File: src/rtl/core/wrts_pkg.sv
// Shared types, constants and the control store for the relay timer scheduler.
package wrts_pkg;

   // Item operation codes.
   localparam logic [1:0] OP_TICK  = 2'd0;
   localparam logic [1:0] OP_WRITE = 2'd1;
   localparam logic [1:0] OP_FORCE = 2'd2;

   // A repeat mask of zero marks a one-shot task.
   localparam logic [6:0] ONE_SHOT_MASK = 7'h00;

   // Datapath operation selected by each control word.
   typedef enum logic [2:0] {
      DP_NOP,
      DP_LATCH,
      DP_CLEAR,
      DP_PRIME,
      DP_EVAL,
      DP_WRITE,
      DP_FORCE,
      DP_RESPOND
   } dp_op_type;

   // Jump condition selected by each control word.
   typedef enum logic [2:0] {
      C_NEVER,
      C_ALWAYS,
      C_NO_ACCEPT,
      C_IS_WRITE,
      C_IS_FORCE,
      C_NOT_SCAN,
      C_MORE,
      C_OUT_BUSY
   } cond_type;

   typedef logic [3:0] upc_type;

   // Program step addresses.
   localparam upc_type STEP_WAIT       = 4'd0;
   localparam upc_type STEP_DECODE     = 4'd1;
   localparam upc_type STEP_FORCE_TEST = 4'd2;
   localparam upc_type STEP_SCAN_TEST  = 4'd3;
   localparam upc_type STEP_PRIME      = 4'd4;
   localparam upc_type STEP_EVAL       = 4'd5;
   localparam upc_type STEP_RESP       = 4'd6;
   localparam upc_type STEP_RETURN     = 4'd7;
   localparam upc_type STEP_WRITE      = 4'd8;
   localparam upc_type STEP_FORCE      = 4'd9;

   typedef struct packed {
      logic      in_ready;
      dp_op_type op;
      cond_type  cond;
      upc_type   target;
   } ucode_word_type;

   typedef struct packed {
      logic accepted;
      logic is_write;
      logic is_force;
      logic not_scan;
      logic more;
      logic out_busy;
   } dp_status_type;

   // The control program. A true condition jumps to the target; otherwise the
   // step counter advances by one.
   function automatic ucode_word_type ucode_rom(input upc_type step);
      ucode_word_type w;
      case (step)
         STEP_WAIT: begin
            w = '{in_ready: 1'b1, op: DP_LATCH, cond: C_NO_ACCEPT, target: STEP_WAIT};
         end
         STEP_DECODE: begin
            w = '{in_ready: 1'b0, op: DP_CLEAR, cond: C_IS_WRITE, target: STEP_WRITE};
         end
         STEP_FORCE_TEST: begin
            w = '{in_ready: 1'b0, op: DP_NOP, cond: C_IS_FORCE, target: STEP_FORCE};
         end
         STEP_SCAN_TEST: begin
            w = '{in_ready: 1'b0, op: DP_NOP, cond: C_NOT_SCAN, target: STEP_RESP};
         end
         STEP_PRIME: begin
            w = '{in_ready: 1'b0, op: DP_PRIME, cond: C_NEVER, target: STEP_WAIT};
         end
         STEP_EVAL: begin
            w = '{in_ready: 1'b0, op: DP_EVAL, cond: C_MORE, target: STEP_EVAL};
         end
         STEP_RESP: begin
            w = '{in_ready: 1'b0, op: DP_RESPOND, cond: C_OUT_BUSY, target: STEP_RESP};
         end
         STEP_RETURN: begin
            w = '{in_ready: 1'b0, op: DP_NOP, cond: C_ALWAYS, target: STEP_WAIT};
         end
         STEP_WRITE: begin
            w = '{in_ready: 1'b0, op: DP_WRITE, cond: C_ALWAYS, target: STEP_RESP};
         end
         STEP_FORCE: begin
            w = '{in_ready: 1'b0, op: DP_FORCE, cond: C_ALWAYS, target: STEP_RESP};
         end
         default: begin
            w = '{in_ready: 1'b0, op: DP_NOP, cond: C_ALWAYS, target: STEP_WAIT};
         end
      endcase
      return w;
   endfunction

endpackage

File: src/rtl/core/wrts_channels.sv
// Request and response channel interfaces of the relay timer scheduler.
interface wrts_req_if;
   logic       valid;
   logic       ready;
   logic [1:0] operation;
   logic [2:0] plug_index;
   logic [2:0] task_index;
   logic [4:0] hour;
   logic [5:0] minute;
   logic [5:0] second;
   logic [2:0] weekday;
   logic [6:0] repeat_mask;
   logic       action;
   logic       enable;

   modport source (
      output valid, operation, plug_index, task_index, hour, minute, second,
             weekday, repeat_mask, action, enable,
      input  ready
   );
   modport sink (
      input  valid, operation, plug_index, task_index, hour, minute, second,
             weekday, repeat_mask, action, enable,
      output ready
   );
endinterface

interface wrts_rsp_if;
   logic       valid;
   logic       ready;
   logic [5:0] relay_states;
   logic [5:0] changed_mask;
   logic       store_dirty;

   modport source (
      output valid, relay_states, changed_mask, store_dirty,
      input  ready
   );
   modport sink (
      input  valid, relay_states, changed_mask, store_dirty,
      output ready
   );
endinterface

File: src/rtl/core/weekly_relay_timer_scheduler.sv
// Top level of the weekly relay timer scheduler.
//
// The block keeps NUM_OUTLETS relay outlets with TASKS_PER_OUTLET timed tasks each.
// Items arrive on the req_if channel and each one produces exactly one transfer
// on the rsp_if channel. A write item loads one task slot, a force item sets one
// outlet, and a tick item with second zero scans every task slot in outlet order,
// then task order, switching outlets whose tasks match the time and weekday.
// The response carries the outlet states, the outlets changed during the tick and
// a flag telling software that its saved copy of the state is now stale.
// A small control program sequences the work. A tick scan evaluates one task slot
// per cycle, each read from the task memory one slot ahead of evaluation; its
// response follows the last slot. A write, a force, a tick that does not scan
// and an ignored item skip the scan; a write or a force is applied in its own
// step first. After the response step the program passes a return step before
// the input is ready again.
// One item is processed at a time. The response sits in an output register, so a
// stalled receiver blocks nothing until the next item reaches its response step,
// where the program waits for the register to empty.
// Synchronous reset disables all tasks, turns every outlet off and empties the
// response register; task times, masks and actions stay unknown until written.
module weekly_relay_timer_scheduler #(
   parameter int NUM_OUTLETS      = 6,
   parameter int TASKS_PER_OUTLET = 5
) (
   input  logic       clock,
   input  logic       reset,
   wrts_req_if.sink   req_if,
   wrts_rsp_if.source rsp_if
);
   import wrts_pkg::*;

   ucode_word_type ctrl;
   dp_status_type  status;

   // Sequencer: step counter plus control store.
   wrts_sequencer u_sequencer (
      .clock  (clock),
      .reset  (reset),
      .status (status),
      .ctrl   (ctrl)
   );

   // Datapath: task storage, outlet logic and response register.
   wrts_datapath #(
      .NUM_OUTLETS      (NUM_OUTLETS),
      .TASKS_PER_OUTLET (TASKS_PER_OUTLET)
   ) u_datapath (
      .clock  (clock),
      .reset  (reset),
      .ctrl   (ctrl),
      .status (status),
      .req_if (req_if),
      .rsp_if (rsp_if)
   );

   // Once an item is taken, the block works on it and stops accepting.
   assert property (@(posedge clock) disable iff (reset)
      (req_if.valid && req_if.ready) |=> !req_if.ready)
      else $error("request accepted while an item was still in work");

   // A new response only appears after the program reached its response step.
   assert property (@(posedge clock) disable iff (reset)
      $rose(rsp_if.valid) |-> $past(ctrl.op == DP_RESPOND))
      else $error("response raised outside the response step");

   // Any changed outlet must also mark the saved state as stale.
   assert property (@(posedge clock) disable iff (reset)
      (rsp_if.valid && rsp_if.changed_mask != 6'd0) |-> rsp_if.store_dirty)
      else $error("changed mask reported without the dirty flag");

endmodule

File: src/rtl/core/wrts_sequencer.sv
// Step counter and control store that sequence the scheduler datapath.
module wrts_sequencer (
   input  logic                     clock,
   input  logic                     reset,
   input  wrts_pkg::dp_status_type  status,
   output wrts_pkg::ucode_word_type ctrl
);
   import wrts_pkg::*;

   upc_type upc_ff;
   upc_type upc_in;
   logic    take_jump;

   assign ctrl = ucode_rom(upc_ff);

   always_comb begin
      case (ctrl.cond)
         C_NEVER:     take_jump = 1'b0;
         C_ALWAYS:    take_jump = 1'b1;
         C_NO_ACCEPT: take_jump = !status.accepted;
         C_IS_WRITE:  take_jump = status.is_write;
         C_IS_FORCE:  take_jump = status.is_force;
         C_NOT_SCAN:  take_jump = status.not_scan;
         C_MORE:      take_jump = status.more;
         C_OUT_BUSY:  take_jump = status.out_busy;
         default:     take_jump = 1'b1;
      endcase
   end

   always_comb begin
      if (take_jump) begin
         upc_in = ctrl.target;
      end else begin
         upc_in = upc_ff + 4'd1;
      end
   end

   always_ff @(posedge clock) begin
      if (reset) begin
         upc_ff <= STEP_WAIT;
      end else begin
         upc_ff <= upc_in;
      end
   end

endmodule

File: src/rtl/core/wrts_datapath.sv
// Task memory, enable bits, outlet states, scan counters and response register.
module wrts_datapath #(
   parameter int NUM_OUTLETS      = 6,
   parameter int TASKS_PER_OUTLET = 5
) (
   input  logic                     clock,
   input  logic                     reset,
   input  wrts_pkg::ucode_word_type ctrl,
   output wrts_pkg::dp_status_type  status,
   wrts_req_if.sink                 req_if,
   wrts_rsp_if.source               rsp_if
);
   import wrts_pkg::*;

   localparam int SLOTS = NUM_OUTLETS * TASKS_PER_OUTLET;
   localparam int AW    = (SLOTS > 1) ? $clog2(SLOTS) : 1;
   localparam int OW    = (NUM_OUTLETS > 1) ? $clog2(NUM_OUTLETS) : 1;
   localparam int TW    = (TASKS_PER_OUTLET > 1) ? $clog2(TASKS_PER_OUTLET) : 1;
   localparam int DEPTH = 2 ** AW;
   localparam logic [AW-1:0] SLOT_LAST = AW'(SLOTS - 1);
   localparam logic [TW-1:0] TASK_LAST = TW'(TASKS_PER_OUTLET - 1);

   typedef struct packed {
      logic [4:0] hour;
      logic [5:0] minute;
      logic [6:0] repeat_mask;
      logic       action;
   } task_entry_type;

   // Weekday 0 is Sunday and maps to mask bit 6; Monday..Saturday map to 0..5.
   function automatic logic [6:0] weekday_bit(input logic [2:0] wd);
      logic [6:0] b;
      if (wd == 3'd0) begin
         b = 7'b100_0000;
      end else if (wd inside {[3'd1:3'd6]}) begin
         b = 7'd1 << (wd - 3'd1);
      end else begin
         b = 7'd0;
      end
      return b;
   endfunction

   // Latched item.
   logic [1:0] item_op_ff;
   logic [2:0] item_plug_ff;
   logic [2:0] item_task_ff;
   logic [4:0] item_hour_ff;
   logic [5:0] item_minute_ff;
   logic [5:0] item_second_ff;
   logic [2:0] item_weekday_ff;
   logic [6:0] item_repeat_ff;
   logic       item_action_ff;
   logic       item_enable_ff;

   task_entry_type task_mem [DEPTH];
   task_entry_type rd_entry_ff;

   logic [SLOTS-1:0]       en_ff, en_in;
   logic [NUM_OUTLETS-1:0] state_ff, state_in;
   logic [NUM_OUTLETS-1:0] changed_ff, changed_in;
   logic                   dirty_ff, dirty_in;
   logic [AW-1:0]          slot_ff, slot_in;
   logic [OW-1:0]          outlet_ff, outlet_in;
   logic [TW-1:0]          tsk_ff, tsk_in;

   logic       rsp_valid_ff;
   logic [5:0] rsp_relay_ff;
   logic [5:0] rsp_changed_ff;
   logic       rsp_dirty_ff;

   logic          accept;
   logic          plug_ok;
   logic          task_ok;
   logic          do_write;
   logic [5:0]    waddr_full;
   logic [AW-1:0] waddr;
   logic [AW-1:0] raddr;
   logic          fire;
   logic          out_busy;
   logic          rsp_load;
   logic [NUM_OUTLETS+5:0] state_pad;
   logic [NUM_OUTLETS+5:0] changed_pad;

   assign req_if.ready = ctrl.in_ready;
   assign accept       = req_if.valid && ctrl.in_ready;

   always_ff @(posedge clock) begin
      if (accept && ctrl.op == DP_LATCH) begin
         item_op_ff      <= req_if.operation;
         item_plug_ff    <= req_if.plug_index;
         item_task_ff    <= req_if.task_index;
         item_hour_ff    <= req_if.hour;
         item_minute_ff  <= req_if.minute;
         item_second_ff  <= req_if.second;
         item_weekday_ff <= req_if.weekday;
         item_repeat_ff  <= req_if.repeat_mask;
         item_action_ff  <= req_if.action;
         item_enable_ff  <= req_if.enable;
      end
   end

   assign plug_ok    = {1'b0, item_plug_ff} < 4'(NUM_OUTLETS);
   assign task_ok    = {1'b0, item_task_ff} < 4'(TASKS_PER_OUTLET);
   assign do_write   = (ctrl.op == DP_WRITE) && plug_ok && task_ok;
   assign waddr_full = ({3'b000, item_plug_ff} * 6'(TASKS_PER_OUTLET))
                       + {3'b000, item_task_ff};
   assign waddr      = waddr_full[AW-1:0];

   // The scan reads one slot ahead of the slot being evaluated.
   assign raddr = (ctrl.op == DP_PRIME) ? '0 : slot_ff + AW'(1);

   always_ff @(posedge clock) begin
      if (do_write) begin
         task_mem[waddr] <= '{hour: item_hour_ff, minute: item_minute_ff,
                              repeat_mask: item_repeat_ff, action: item_action_ff};
      end
      rd_entry_ff <= task_mem[raddr];
   end

   assign fire = en_ff[slot_ff]
                 && rd_entry_ff.hour == item_hour_ff
                 && rd_entry_ff.minute == item_minute_ff
                 && (rd_entry_ff.repeat_mask == ONE_SHOT_MASK
                     || (rd_entry_ff.repeat_mask & weekday_bit(item_weekday_ff)) != 7'd0);

   always_comb begin
      en_in      = en_ff;
      state_in   = state_ff;
      changed_in = changed_ff;
      dirty_in   = dirty_ff;
      slot_in    = slot_ff;
      outlet_in  = outlet_ff;
      tsk_in     = tsk_ff;
      case (ctrl.op)
         DP_CLEAR: begin
            changed_in = '0;
            dirty_in   = 1'b0;
         end
         DP_PRIME: begin
            slot_in   = '0;
            outlet_in = '0;
            tsk_in    = '0;
         end
         DP_EVAL: begin
            if (fire) begin
               if (state_ff[outlet_ff] != rd_entry_ff.action) begin
                  state_in[outlet_ff]   = rd_entry_ff.action;
                  changed_in[outlet_ff] = 1'b1;
                  dirty_in              = 1'b1;
               end
               if (rd_entry_ff.repeat_mask == ONE_SHOT_MASK) begin
                  en_in[slot_ff] = 1'b0;
                  dirty_in       = 1'b1;
               end
            end
            slot_in = slot_ff + AW'(1);
            if (tsk_ff == TASK_LAST) begin
               tsk_in    = '0;
               outlet_in = outlet_ff + OW'(1);
            end else begin
               tsk_in = tsk_ff + TW'(1);
            end
         end
         DP_WRITE: begin
            if (do_write) begin
               en_in[waddr] = item_enable_ff;
            end
         end
         DP_FORCE: begin
            if (plug_ok) begin
               state_in[item_plug_ff[OW-1:0]] = item_action_ff;
            end
         end
         default: begin
         end
      endcase
   end

   always_ff @(posedge clock) begin
      if (reset) begin
         en_ff      <= '0;
         state_ff   <= '0;
         changed_ff <= '0;
         dirty_ff   <= 1'b0;
         slot_ff    <= '0;
         outlet_ff  <= '0;
         tsk_ff     <= '0;
      end else begin
         en_ff      <= en_in;
         state_ff   <= state_in;
         changed_ff <= changed_in;
         dirty_ff   <= dirty_in;
         slot_ff    <= slot_in;
         outlet_ff  <= outlet_in;
         tsk_ff     <= tsk_in;
      end
   end

   // Outlets beyond the sixth do not reach the response fields.
   assign state_pad   = {6'b00_0000, state_ff};
   assign changed_pad = {6'b00_0000, changed_ff};

   assign out_busy = rsp_valid_ff && !rsp_if.ready;
   assign rsp_load = (ctrl.op == DP_RESPOND) && !out_busy;

   always_ff @(posedge clock) begin
      if (reset) begin
         rsp_valid_ff <= 1'b0;
      end else if (rsp_load) begin
         rsp_valid_ff <= 1'b1;
      end else if (rsp_if.ready) begin
         rsp_valid_ff <= 1'b0;
      end
   end

   always_ff @(posedge clock) begin
      if (rsp_load) begin
         rsp_relay_ff   <= state_pad[5:0];
         rsp_changed_ff <= changed_pad[5:0];
         rsp_dirty_ff   <= dirty_ff;
      end
   end

   assign rsp_if.valid        = rsp_valid_ff;
   assign rsp_if.relay_states = rsp_relay_ff;
   assign rsp_if.changed_mask = rsp_changed_ff;
   assign rsp_if.store_dirty  = rsp_dirty_ff;

   assign status.accepted = accept;
   assign status.is_write = item_op_ff == OP_WRITE;
   assign status.is_force = item_op_ff == OP_FORCE;
   assign status.not_scan = (item_op_ff != OP_TICK) || (item_second_ff != 6'd0);
   assign status.more     = slot_ff != SLOT_LAST;
   assign status.out_busy = out_busy;

endmodule
File: src/flat_wrapper.sv
// flat-port wrapper written by rule: the top's interface ports become plain ports
module weekly_relay_timer_scheduler_flat import wrts_pkg::*;
#(
   parameter int NUM_OUTLETS      = 6,
   parameter int TASKS_PER_OUTLET = 5
)
  (clock, reset, req_if_valid, req_if_operation, req_if_plug_index, req_if_task_index, req_if_hour, req_if_minute, req_if_second, req_if_weekday, req_if_repeat_mask, req_if_action, req_if_enable, req_if_ready, rsp_if_valid, rsp_if_relay_states, rsp_if_changed_mask, rsp_if_store_dirty, rsp_if_ready);
  wrts_req_if req_if_i ();
  wrts_rsp_if rsp_if_i ();
  input  logic clock;
  input  logic reset;
  input wire logic [$bits(req_if_i.valid)-1:0] req_if_valid;
  input wire logic [$bits(req_if_i.operation)-1:0] req_if_operation;
  input wire logic [$bits(req_if_i.plug_index)-1:0] req_if_plug_index;
  input wire logic [$bits(req_if_i.task_index)-1:0] req_if_task_index;
  input wire logic [$bits(req_if_i.hour)-1:0] req_if_hour;
  input wire logic [$bits(req_if_i.minute)-1:0] req_if_minute;
  input wire logic [$bits(req_if_i.second)-1:0] req_if_second;
  input wire logic [$bits(req_if_i.weekday)-1:0] req_if_weekday;
  input wire logic [$bits(req_if_i.repeat_mask)-1:0] req_if_repeat_mask;
  input wire logic [$bits(req_if_i.action)-1:0] req_if_action;
  input wire logic [$bits(req_if_i.enable)-1:0] req_if_enable;
  output wire logic [$bits(req_if_i.ready)-1:0] req_if_ready;
  output wire logic [$bits(rsp_if_i.valid)-1:0] rsp_if_valid;
  output wire logic [$bits(rsp_if_i.relay_states)-1:0] rsp_if_relay_states;
  output wire logic [$bits(rsp_if_i.changed_mask)-1:0] rsp_if_changed_mask;
  output wire logic [$bits(rsp_if_i.store_dirty)-1:0] rsp_if_store_dirty;
  input wire logic [$bits(rsp_if_i.ready)-1:0] rsp_if_ready;
  assign req_if_i.valid = req_if_valid;
  assign req_if_i.operation = req_if_operation;
  assign req_if_i.plug_index = req_if_plug_index;
  assign req_if_i.task_index = req_if_task_index;
  assign req_if_i.hour = req_if_hour;
  assign req_if_i.minute = req_if_minute;
  assign req_if_i.second = req_if_second;
  assign req_if_i.weekday = req_if_weekday;
  assign req_if_i.repeat_mask = req_if_repeat_mask;
  assign req_if_i.action = req_if_action;
  assign req_if_i.enable = req_if_enable;
  assign req_if_ready = req_if_i.ready;
  assign rsp_if_valid = rsp_if_i.valid;
  assign rsp_if_relay_states = rsp_if_i.relay_states;
  assign rsp_if_changed_mask = rsp_if_i.changed_mask;
  assign rsp_if_store_dirty = rsp_if_i.store_dirty;
  assign rsp_if_i.ready = rsp_if_ready;
  weekly_relay_timer_scheduler #(.NUM_OUTLETS(NUM_OUTLETS), .TASKS_PER_OUTLET(TASKS_PER_OUTLET)) u_core (.clock(clock), .reset(reset), .req_if(req_if_i), .rsp_if(rsp_if_i));
endmodule
File: config.mk
export PLATFORM = sky130hd
export DESIGN_NAME = weekly_relay_timer_scheduler_flat
export DESIGN_NICKNAME = d
export VERILOG_FILES = /design/src/rtl/core/wrts_pkg.sv /design/src/rtl/core/wrts_channels.sv /design/src/rtl/core/weekly_relay_timer_scheduler.sv /design/src/rtl/core/wrts_sequencer.sv /design/src/rtl/core/wrts_datapath.sv /design/src/flat_wrapper.sv
export SDC_FILE = /design/constraint.sdc
export NUM_CORES = 1
export LEC_CHECK = 0
export BUFFER_PORTS_ARGS = -buffer_cell sky130_fd_sc_hd__buf_2
export CAP_MARGIN = 15
export CORE_ASPECT_RATIO = 2
export CORE_MARGIN = 2
export CORE_UTILIZATION = 38
export DETAILED_ROUTE_END_ITERATION = 10
export PLACE_DENSITY = 0.51
export SLEW_MARGIN = 20
export SYNTH_ARGS = -nofsm -noshare
export SYNTH_HDL_FRONTEND = slang
export SYNTH_SLANG_ARGS = --single-unit
File: constraint.sdc
create_clock -name clock -period 4 [get_ports clock]
set_input_delay 0.8 -clock clock [delete_from_list [all_inputs] [get_ports clock]]
set_output_delay 0.8 -clock clock [all_outputs]
set_load 0.02 [all_outputs]
# Yosys cells after proc, flatten, opt, wreduce, memory -nomap -nowiden
# Memories as Yosys holds them, arrays and structs flattened. A register that Yosys moved wholly into a read port is not among the register bits.
# Index checks and enable logic that the tools add are counted.
# Widths: inputs -> output; s select.
# word_totals
ff_bits	109
ramBits	608
rom_bits	176
input_bits	41
wordCells	156
mem_count	2
# mem_list
name	words	width	read_ports	rd_ports_with_merged_regs	wr	line_no	rtl
u_core.u_datapath.task_mem	32	19	1	1	1	wrts_datapath.sv:55	task_entry_type task_mem [DEPTH];
(no name shown)	16	11	1	1	0	wrts_pkg.sv:70	case (step)
# classes
n_addsub	6
mul	1
order_cmp	12
n_eq_ne	28
shift	1
mux	45
bitwise_logic	4
reduce_logical	35
# ops
op	count
$mux 30	3
$pmux 30 s2	1
$and 30x30->30	1
$bwmux 30	1
$mux 6	5
$not 30->30	1
$eq 3x3->1 const B	9
$pmux 6 s2	2
$logic_and 1x1->1	14
$mux 7	2
$mux 1	13
$bwmux 6	2
$eq 3x2->1 const B	4
$lt 5x6->1 const B	2
$ne 2x2->1 const B	6
$pmux 3 s2	2
$reduce_bool 2->1	6
$demux 1 s5	2
$ge 5x1->1 const B	2
$pmux 5 s2	1
$ge 3x1->1 const B	3
$lt 3x4->1 const B	2
$mux 4	2
$pmux 1 s8	1
other kinds (34)	45

# Logic depth before layout (Yosys ltp)
# Gate-level depths: netlist of run 1.
# depth
depth_word	10
mapped_depth	14

# Cells and area by module
# Synthesis of run 1 repeated with hierarchy kept, for this count alone.
# hier_totals
cells_unflattened	2211
area_unflattened_um2	31091.1
# modules_own_cells
module	n_inst	cells_per_inst	area_per_inst_um2
wrts_datapath	1	2120	30190.2
wrts_sequencer	1	91	900.9

# Least setup slack after synthesis of run 1
# OpenSTA, ideal clock, no wires.
# synth_timing
path_kind	reg-to-reg
start	register u_core.u_datapath.item_plug_ff[0]
end	memory u_core.u_datapath.task_mem[4][0] in the netlist's numbering, enable pin
arrival_ns	3.124
required_time_ns	3.605
path_slack_ns	0.482
stages_incl_launch_ff	11
period_less_slack_ns	3.518
cell_sequence	edfxtp_1 -> ha_1 -> ha_1 -> inv_1 -> fa_1 -> xor2_1 -> and2_1 -> clkbuf_1 -> nand3_1 -> clkbuf_1 -> nor2_1
# synth_between
elab_chain_cells	5
# synth_rtl
element	line_no	rtl
start: declaration	wrts_datapath.sv:45	logic [2:0] item_plug_ff;
start signal: assignment	wrts_datapath.sv:90	item_plug_ff <= req_if.plug_index;
branches (longest 5 deep; another with $mul 3x3->5)	--	
end: declaration	wrts_datapath.sv:55	
# Several ways; the timed one is not identified.

# Worst setup path in the final report of run 1
# layout_timing
start	register u_core.u_datapath.item_plug_ff[0]
end	register u_core.u_datapath.en_ff[22]
# layout_between
elab_chain_cells	9
# layout_rtl
element	line_no	rtl
$mul 3x3->5	wrts_datapath.sv:105	assign waddr_full = ({3'b000, item_plug_ff} * 6'(TASKS_PER_OUTLET))
$add 5x3->5	wrts_datapath.sv:106	+ {3'b000, item_task_ff};
$lt 5x6->1 (implied by the code) or $ge 5x1->1 (tied branches)	wrts_datapath.sv:166	en_in[waddr] = item_enable_ff;
$logic_and 1x1->1 (implied by the code)	wrts_datapath.sv:166	
$mux 1 (implied by the code)	wrts_datapath.sv:166	
$demux 1 s5	wrts_datapath.sv:166	
$bwmux 30	wrts_datapath.sv:166	
$mux 30	wrts_datapath.sv:165	if (do_write) begin
$pmux 30 s2	wrts_datapath.sv:134	case (ctrl.op)
end signal: assignment	wrts_datapath.sv:189	en_ff <= en_in;
end: declaration	wrts_datapath.sv:58	logic [SLOTS-1:0] en_ff, en_in;
# Several ways; a longest one is shown, not always the timed one. The select of a mux whose other input is x is not followed.
# A chain may end at the register's enable or synchronous reset.

==> impl_metrics.py, run 1 <==
metrics = {
    "worst_setup_path": {
        "crit_family": "compound AO/OA/AOI/OAI gates",
        "cpPeakStageDelay_ps": 740,
        "startpoint": "u_core.u_datapath.item_plug_ff[0]",
        "critPathLaunchType": "flop",
        "required_ps": 4560,
        "endpoint_kind": "flop",
        "worstReg2RegStart": "u_core.u_datapath.item_plug_ff[0]",
        "worst-path-buf-inv": 0,
        "crit_chain": "ha_1 -> ha_1 -> ha_1 -> a21oi_1 -> a21oi_1 -> o21ai_1 -> o22ai_1 -> or3_1 -> o21ai_0 -> a211o_1",
        "crit_arrival_ps": 4070,
        "crit_fanout": 10,
        "slowest_stage": "o21ai_1",
        "cp_common_cell": "ha_1",
        "crit_type": "reg -> reg",
    },
    "routing": {
        "avgViaCountPerCell": 5.76,
        "wl_per_cell_um": 27.3,
        "drt_iter0_drc": 1375,
        "postRouteAntennaNets": 0,
        "vias": 20200,
        "drc": 0,
        "drt-total-wl_mm": 95.6,
        "first_pass_iters": 6,
    },
    "final_layout": {
        "fin_util": 0.434,
        "nNetsFinal": 2446,
        "antennaDiodeCount": 0,
        "area_growth_pct": 13.7,
        "drive_above_1_share": 0.193,
    },
    "grt": {
        "grt_max_degree": 94,
        "antenna_found_initial": 1,
        "grt_pass1_vias": 20700,
        "grtUsageTotal": 0.221,
        "grt_pass1_wl_mm": 139,
        "overflow": 0,
    },
    "sta": {
        "finalHoldViolCount": 0,
        "fin_tns_setup_ps": 0,
        "min_period_over_period": 0.878,
        "fin_crit_ps": 3510,
        "setup_violations": 0,
        "fmax_mhz": 285,
        "relSlewSlack": 0.296,
        "drv_slew": 0,
        "worst_pin_slew_ps": 1050,
        "grt_setup_unrepaired": "false",
        "clock_skew_ps": 29.8,
    },
    "power_and_ir_drop": {
        "p_seq_frac": 0.449,
        "p_int_w": 0.0143,
        "swShare": 0.314,
        "vdd_drop_max_v": 0.000448,
        "pwr-share-clk": 0.315,
        "p_per_area_mw_per_mm2": 574,
        "power_frac_comb": 0.235,
        "p_sw_w": 0.00653,
        "power.leakage_nw": 11.7,
    },
    "synthesis": {
        "syn_inst": 2282,
        "synth_flop_cell": "edfxtp_1",
        "netlist-cell-type-count": 77,
        "async_reset_ff_frac": 0,
        "synth_area_leaders": "edfxtp_1, dfxtp_1, mux2_2",
        "yosysTopAreaCell": "edfxtp_1",
        "yosysWarnings": 0,
        "synth_common_cells": "edfxtp_1, nand2_1, a21oi_1, o21ai_0",
        "ys_seq_area_frac": 0.677,
        "syn-num-nets": 2345,
        "syn_area_per_cell_um2": 14.0,
        "synth_most_common_cell": "edfxtp_1",
        "synth_top_area_share": 0.621,
        "synth-edff-count": 658,
        "synth_seq_cells": 747,
        "synthesis.area_mm2": 0.0318,
    },
    "floorplan": {
        "rows": 150,
        "dieHeight_um": 413,
        "die_w_um": 209,
        "core_mm2": 0.0833,
        "ios": 56,
        "die_area_mm2": 0.0863,
        "start_util": 0.382,
    },
    "clock_tree": {
        "htreeDepth": 3,
        "clock_latency_ps": 640,
        "cts_buffer_depth": 3,
        "cts_tree": "done",
        "clk_pin_slew_ps": 70,
        "cts_resized": 0,
        "cts_setup_buffers": 0,
        "cts.sinks": 747,
        "cts_inserted_buffers": 66,
        "holdBufCountCts": 0,
        "cts_root_buffer": "clkbuf_16",
    },
    "hold_path": {
        "min_path_type": "in -> reg",
        "hold_start": "req_if_repeat_mask[6]",
    },
    "placement": {
        "port_buffers": 55,
        "gp_congestion": 0.883,
        "dp_hpwl_mm": 64.7,
    },
    "run_status": {
        "status": "complete, no violations",
    },
    "run": {
        "cap_violations": 0,
    },
}
## per-layer routing
layer	share of wire	global-route usage
met1	0.34	0.218
met5	0.00014	0
met2	0.57	0.443
met4	0.054	0.115
met3	0.036	0.0280
## kinds of logic (layout without fill, tap and decap cells)
group	after synthesis	in the layout	synth area share
buf+inv	179	333	0.0248
compound gates	617	617	0.132
flops	747	747	0.677
xor+xnor	21	21	0.00625
simple gates	500	500	0.0801
fa+ha+maj	22	22	0.00888
mux	196	196	0.0710
## cells in the final DEF, fill, tap and decap left out, types with 30 or more instances in the layout
cell,netlist,final
dfxtp_1,89,88
nor2_2,0,34
a211oi_1,40,40
a21oi_1,132,132
nor2_1,102,67
buf_4,12,132
o211ai_1,34,34
a31oi_1,30,30
nor2b_1,34,34
mux2i_1,92,92
o22ai_1,35,35
o21ai_0,109,109
clkbuf_16,0,66
nand2_1,164,163
o221ai_1,76,76
mux2_2,85,85
buf_2,27,55
edfxtp_1,658,658
## worst reg2reg max path, cell delays in order, from the launching register on
cell and delay (ps):
edfxtp_1 530, ha_1 350, ha_1 190, ha_1 340, a21oi_1 290, a21oi_1 190, o21ai_1 750, o22ai_1 250
or3_1 340, o21ai_0 100, a211o_1 130
## state kept, by name, indices dropped and copies added, names as in the netlist, 3 cells and up
name,cells
u_core.u_datapath.rd_entry_ff,19
u_core.u_datapath.slot_ff,5
u_core.u_sequencer.upc_ff,4
u_core.u_datapath.outlet_ff,3
u_core.u_datapath.rsp_if.relay_states,6
u_core.u_datapath.en_ff,30
u_core.u_datapath.task_mem,608
u_core.u_datapath.item_second_ff,6
u_core.u_datapath.item_minute_ff,6
u_core.u_datapath.item_weekday_ff,3
u_core.u_sequencer.ctrl,11
u_core.u_datapath.item_repeat_ff,7
u_core.u_datapath.item_hour_ff,5
u_core.u_datapath.rsp_if.changed_mask,6
u_core.u_datapath.tsk_ff,3
u_core.u_datapath.changed_ff,6
u_core.u_datapath.item_task_ff,3
u_core.u_datapath.item_plug_ff,3
u_core.u_datapath.state_ff,6
## final cells by class
| cell class | count | area (um^2) |
|---|---|---|
| well taps | 1064 | 1330 |
| inverters | 18 | 68.8 |
| fillers | 7667 | 47100 |
| clock buffers | 85 | 1800 |
| clock inverters | 36 | 385 |
| multi-input cells | 1356 | 9660 |
| repair buffers | 194 | 1410 |
| flip-flops and latches | 747 | 21500 |
## worst paths after layout
| check | to | slack (ps) | cells past startpoint |
|---|---|---|---|
| max | u_core.u_datapath.en_ff[22] | 490 | 10 |
| min | u_core.u_datapath.item_repeat_ff[6] | 340 | 1 |
| min reg2reg | u_core.u_datapath.rsp_if.changed_mask[1] | 430 | 0 |
| max reg2reg | u_core.u_datapath.en_ff[22] | 490 | 10 |
## power groups by stage
stage	clock network (W)	registers (W)	logic, W
finish	0.00656	0.00934	0.00489
CTS	0.00669	0.00935	0.00494
floorplan	0	0.00957	0.00280
detailed placement	0	0.00952	0.00492
global placement	0	0.00951	0.00486
global route	0.00698	0.00937	0.00525
## metrics by stage
stage / instance area (um^2) / total power [W] / hold WS [ps] / worst slack [ps] / std cells
floorplan: 31800 / 0.0124 / 408 / 482 / 2282
finish: 36200 / 0.0208 / 340 / 489 / 3500
detailed placement: 34000 / 0.0144 / 418 / 514 / 3379
global placement: 34000 / 0.0144 / 417 / 455 / 3379
CTS: 36200 / 0.0210 / 294 / 485 / 3500
global route: 36200 / 0.0216 / 315 / 223 / 3500
Power figures use the tool's default switching activity.
==> run 2, diff against run 1 <==
CORE_MARGIN = 3   (was 2)
==> impl_metrics.py, run 2 (synthesis results as in run 1) <==
metrics = {
    "worst_setup_path": {
        "ff2ff_setup_slack_ps": 560,
        "worstReg2RegStart": "u_core.u_datapath.slot_ff[1]",
        "cpPeakStageDelay_ps": 900,
        "reg2reg_depth": 9,
        "reg2reg_to": "u_core.u_datapath.rd_entry_ff[12]",
        "crit_arrival_ps": 3980,
        "critPathLaunchType": "flop",
        "cp_common_cell": "a21oi_1",
        "slowest_stage": "nor2b_1",
        "crit_chain": "inv_1 -> ha_4 -> nor2b_1 -> a21oi_1 -> o21ai_0 -> a21oi_1 -> o31ai_1 -> a31oi_1 -> a211oi_1",
        "crit_type": "reg -> reg",
        "required_ps": 4550,
        "crit_fanout": 12,
        "endpoint_kind": "flop",
    },
    "clock_tree": {
        "cts_buffer_depth": 3,
        "cts_root_buffer": "clkbuf_16",
        "cts_inserted_buffers": 61,
        "cts_resized": 0,
        "htreeDepth": 2,
        "clock_latency_ps": 640,
        "cts.sinks": 747,
        "cts_setup_buffers": 0,
        "holdBufCountCts": 0,
        "clk_pin_slew_ps": 80,
        "cts_tree": "done",
    },
    "floorplan": {
        "ios": 56,
        "start_util": 0.385,
        "core_mm2": 0.0828,
        "die_area_mm2": 0.0875,
        "dieHeight_um": 415,
        "die_w_um": 211,
        "rows": 149,
    },
    "power_and_ir_drop": {
        "power.leakage_nw": 11.6,
        "p_per_area_mw_per_mm2": 568,
        "vdd_drop_max_v": 0.000437,
    },
    "grt": {
        "grt_max_degree": 102,
        "overflow": 0,
        "grt_pass1_wl_mm": 141,
        "grt_pass1_vias": 20900,
        "grtUsageTotal": 0.217,
        "antenna_found_initial": 1,
    },
    "sta": {
        "grt_setup_unrepaired": "false",
        "fin_tns_setup_ps": 0,
        "finalHoldViolCount": 0,
        "setup_violations": 0,
        "relSlewSlack": 0.247,
        "worst_pin_slew_ps": 1130,
        "drv_slew": 0,
        "fin_crit_ps": 3440,
        "min_period_over_period": 0.859,
        "clock_skew_ps": 21.7,
        "fmax_mhz": 291,
        "finalWorstSetupSlack_ps": 564,
    },
    "placement": {
        "dp_slack_ps": 573,
        "dp_hpwl_mm": 64.4,
        "gp_congestion": 0.885,
        "port_buffers": 55,
    },
    "routing": {
        "drt_iter0_drc": 1525,
        "vias": 20300,
        "first_pass_iters": 6,
        "postRouteAntennaNets": 0,
        "avgViaCountPerCell": 5.83,
        "drc": 0,
        "drt-total-wl_mm": 96.2,
        "wl_per_cell_um": 27.7,
    },
    "final_layout": {
        "largest_reg_flops": 608,
        "area_growth_pct": 13.1,
        "reg.largest.list": "u_core.u_datapath.task_mem x608, u_core.u_datapath.en_ff x30, u_core.u_datapath.rd_entry_ff x19",
        "nNetsFinal": 2426,
        "largest_register": "u_core.u_datapath.task_mem",
        "layout_commonest_cell": "edfxtp_1",
        "layout_common_cells": "edfxtp_1, nand2_1, a21oi_1, buf_4, o21ai_0",
        "drive_above_1_share": 0.186,
        "antennaDiodeCount": 0,
    },
    "hold_path": {
        "hold_path_depth": 1,
        "min_path_type": "in -> reg",
        "whs_endpoint": "u_core.u_datapath.item_enable_ff",
        "hold_start": "req_if_enable",
    },
    "run": {
        "cap_violations": 0,
    },
    "run_status": {
        "status": "complete, no violations",
    },
}
==> run 2: how the worst max path moves through the flow <==
stage,start,to,depth (start not counted)
after global routing,u_core.u_datapath.item_plug_ff[2],u_core.u_datapath.en_ff[20],10
after floorplan,u_core.u_datapath.item_plug_ff[0],u_core.u_datapath.task_mem[4][0],10
after CTS,u_core.u_datapath.slot_ff[1],u_core.u_datapath.rd_entry_ff[12],9
after detailed placement,u_core.u_sequencer.ctrl[8],u_core.u_datapath.rd_entry_ff[17],7
final,u_core.u_datapath.slot_ff[1],u_core.u_datapath.rd_entry_ff[12],9
after global placement,u_core.u_sequencer.ctrl[8],u_core.u_datapath.rd_entry_ff[17],8
==> run 2: layout make-up <==
type	instances	area [um^2]
timing repair buffer	179	1310
multi-input combinational	1356	9660
sequential	747	21500
inverter	18	68.8
clock inverter	27	329
clock buffer	89	1760
fill	7657	46800
tap	1057	1320
==> run 2: critical path: cells and delay by family (launching register included) <==
kind | cells | cell delay [ps]
compound gates | 6 | 1220
fa+ha+maj | 1 | 390
buf+inv | 1 | 170
flops | 1 | 640
simple gates | 1 | 900
==> run 2: where the power goes <==
group	internal, W	leakage [nW]	switching (W)	total [W]
combinational	0.00149	3.93	0.00328	0.00477
sequential	0.00909	6.65	0.000256	0.00934
clock	0.00346	1.03	0.00287	0.00634
total	0.0140	11.6	0.00641	0.0205
==> run 2: layer usage <==
metal,vias to the layer above,share of wire,global-route usage
met5,-,0.00014,0
met4,2,0.058,0.111
met3,217,0.034,0.0199
met2,579,0.56,0.418
met1,10300,0.35,0.231
li1,9121,-,-
==> run 2: stage by stage <==
stage	instances	hold slack (ps)	utilization	area, um^2	total power (W)
finish	3473	326	0.435	36000	0.0205
floorplan	2282	408	-	31800	0.0124
detailed placement	3357	421	0.410	33900	0.0143
CTS	3473	285	0.435	36000	0.0206
global placement	3357	416	0.410	33900	0.0142
global route	3473	305	0.435	36000	0.0212
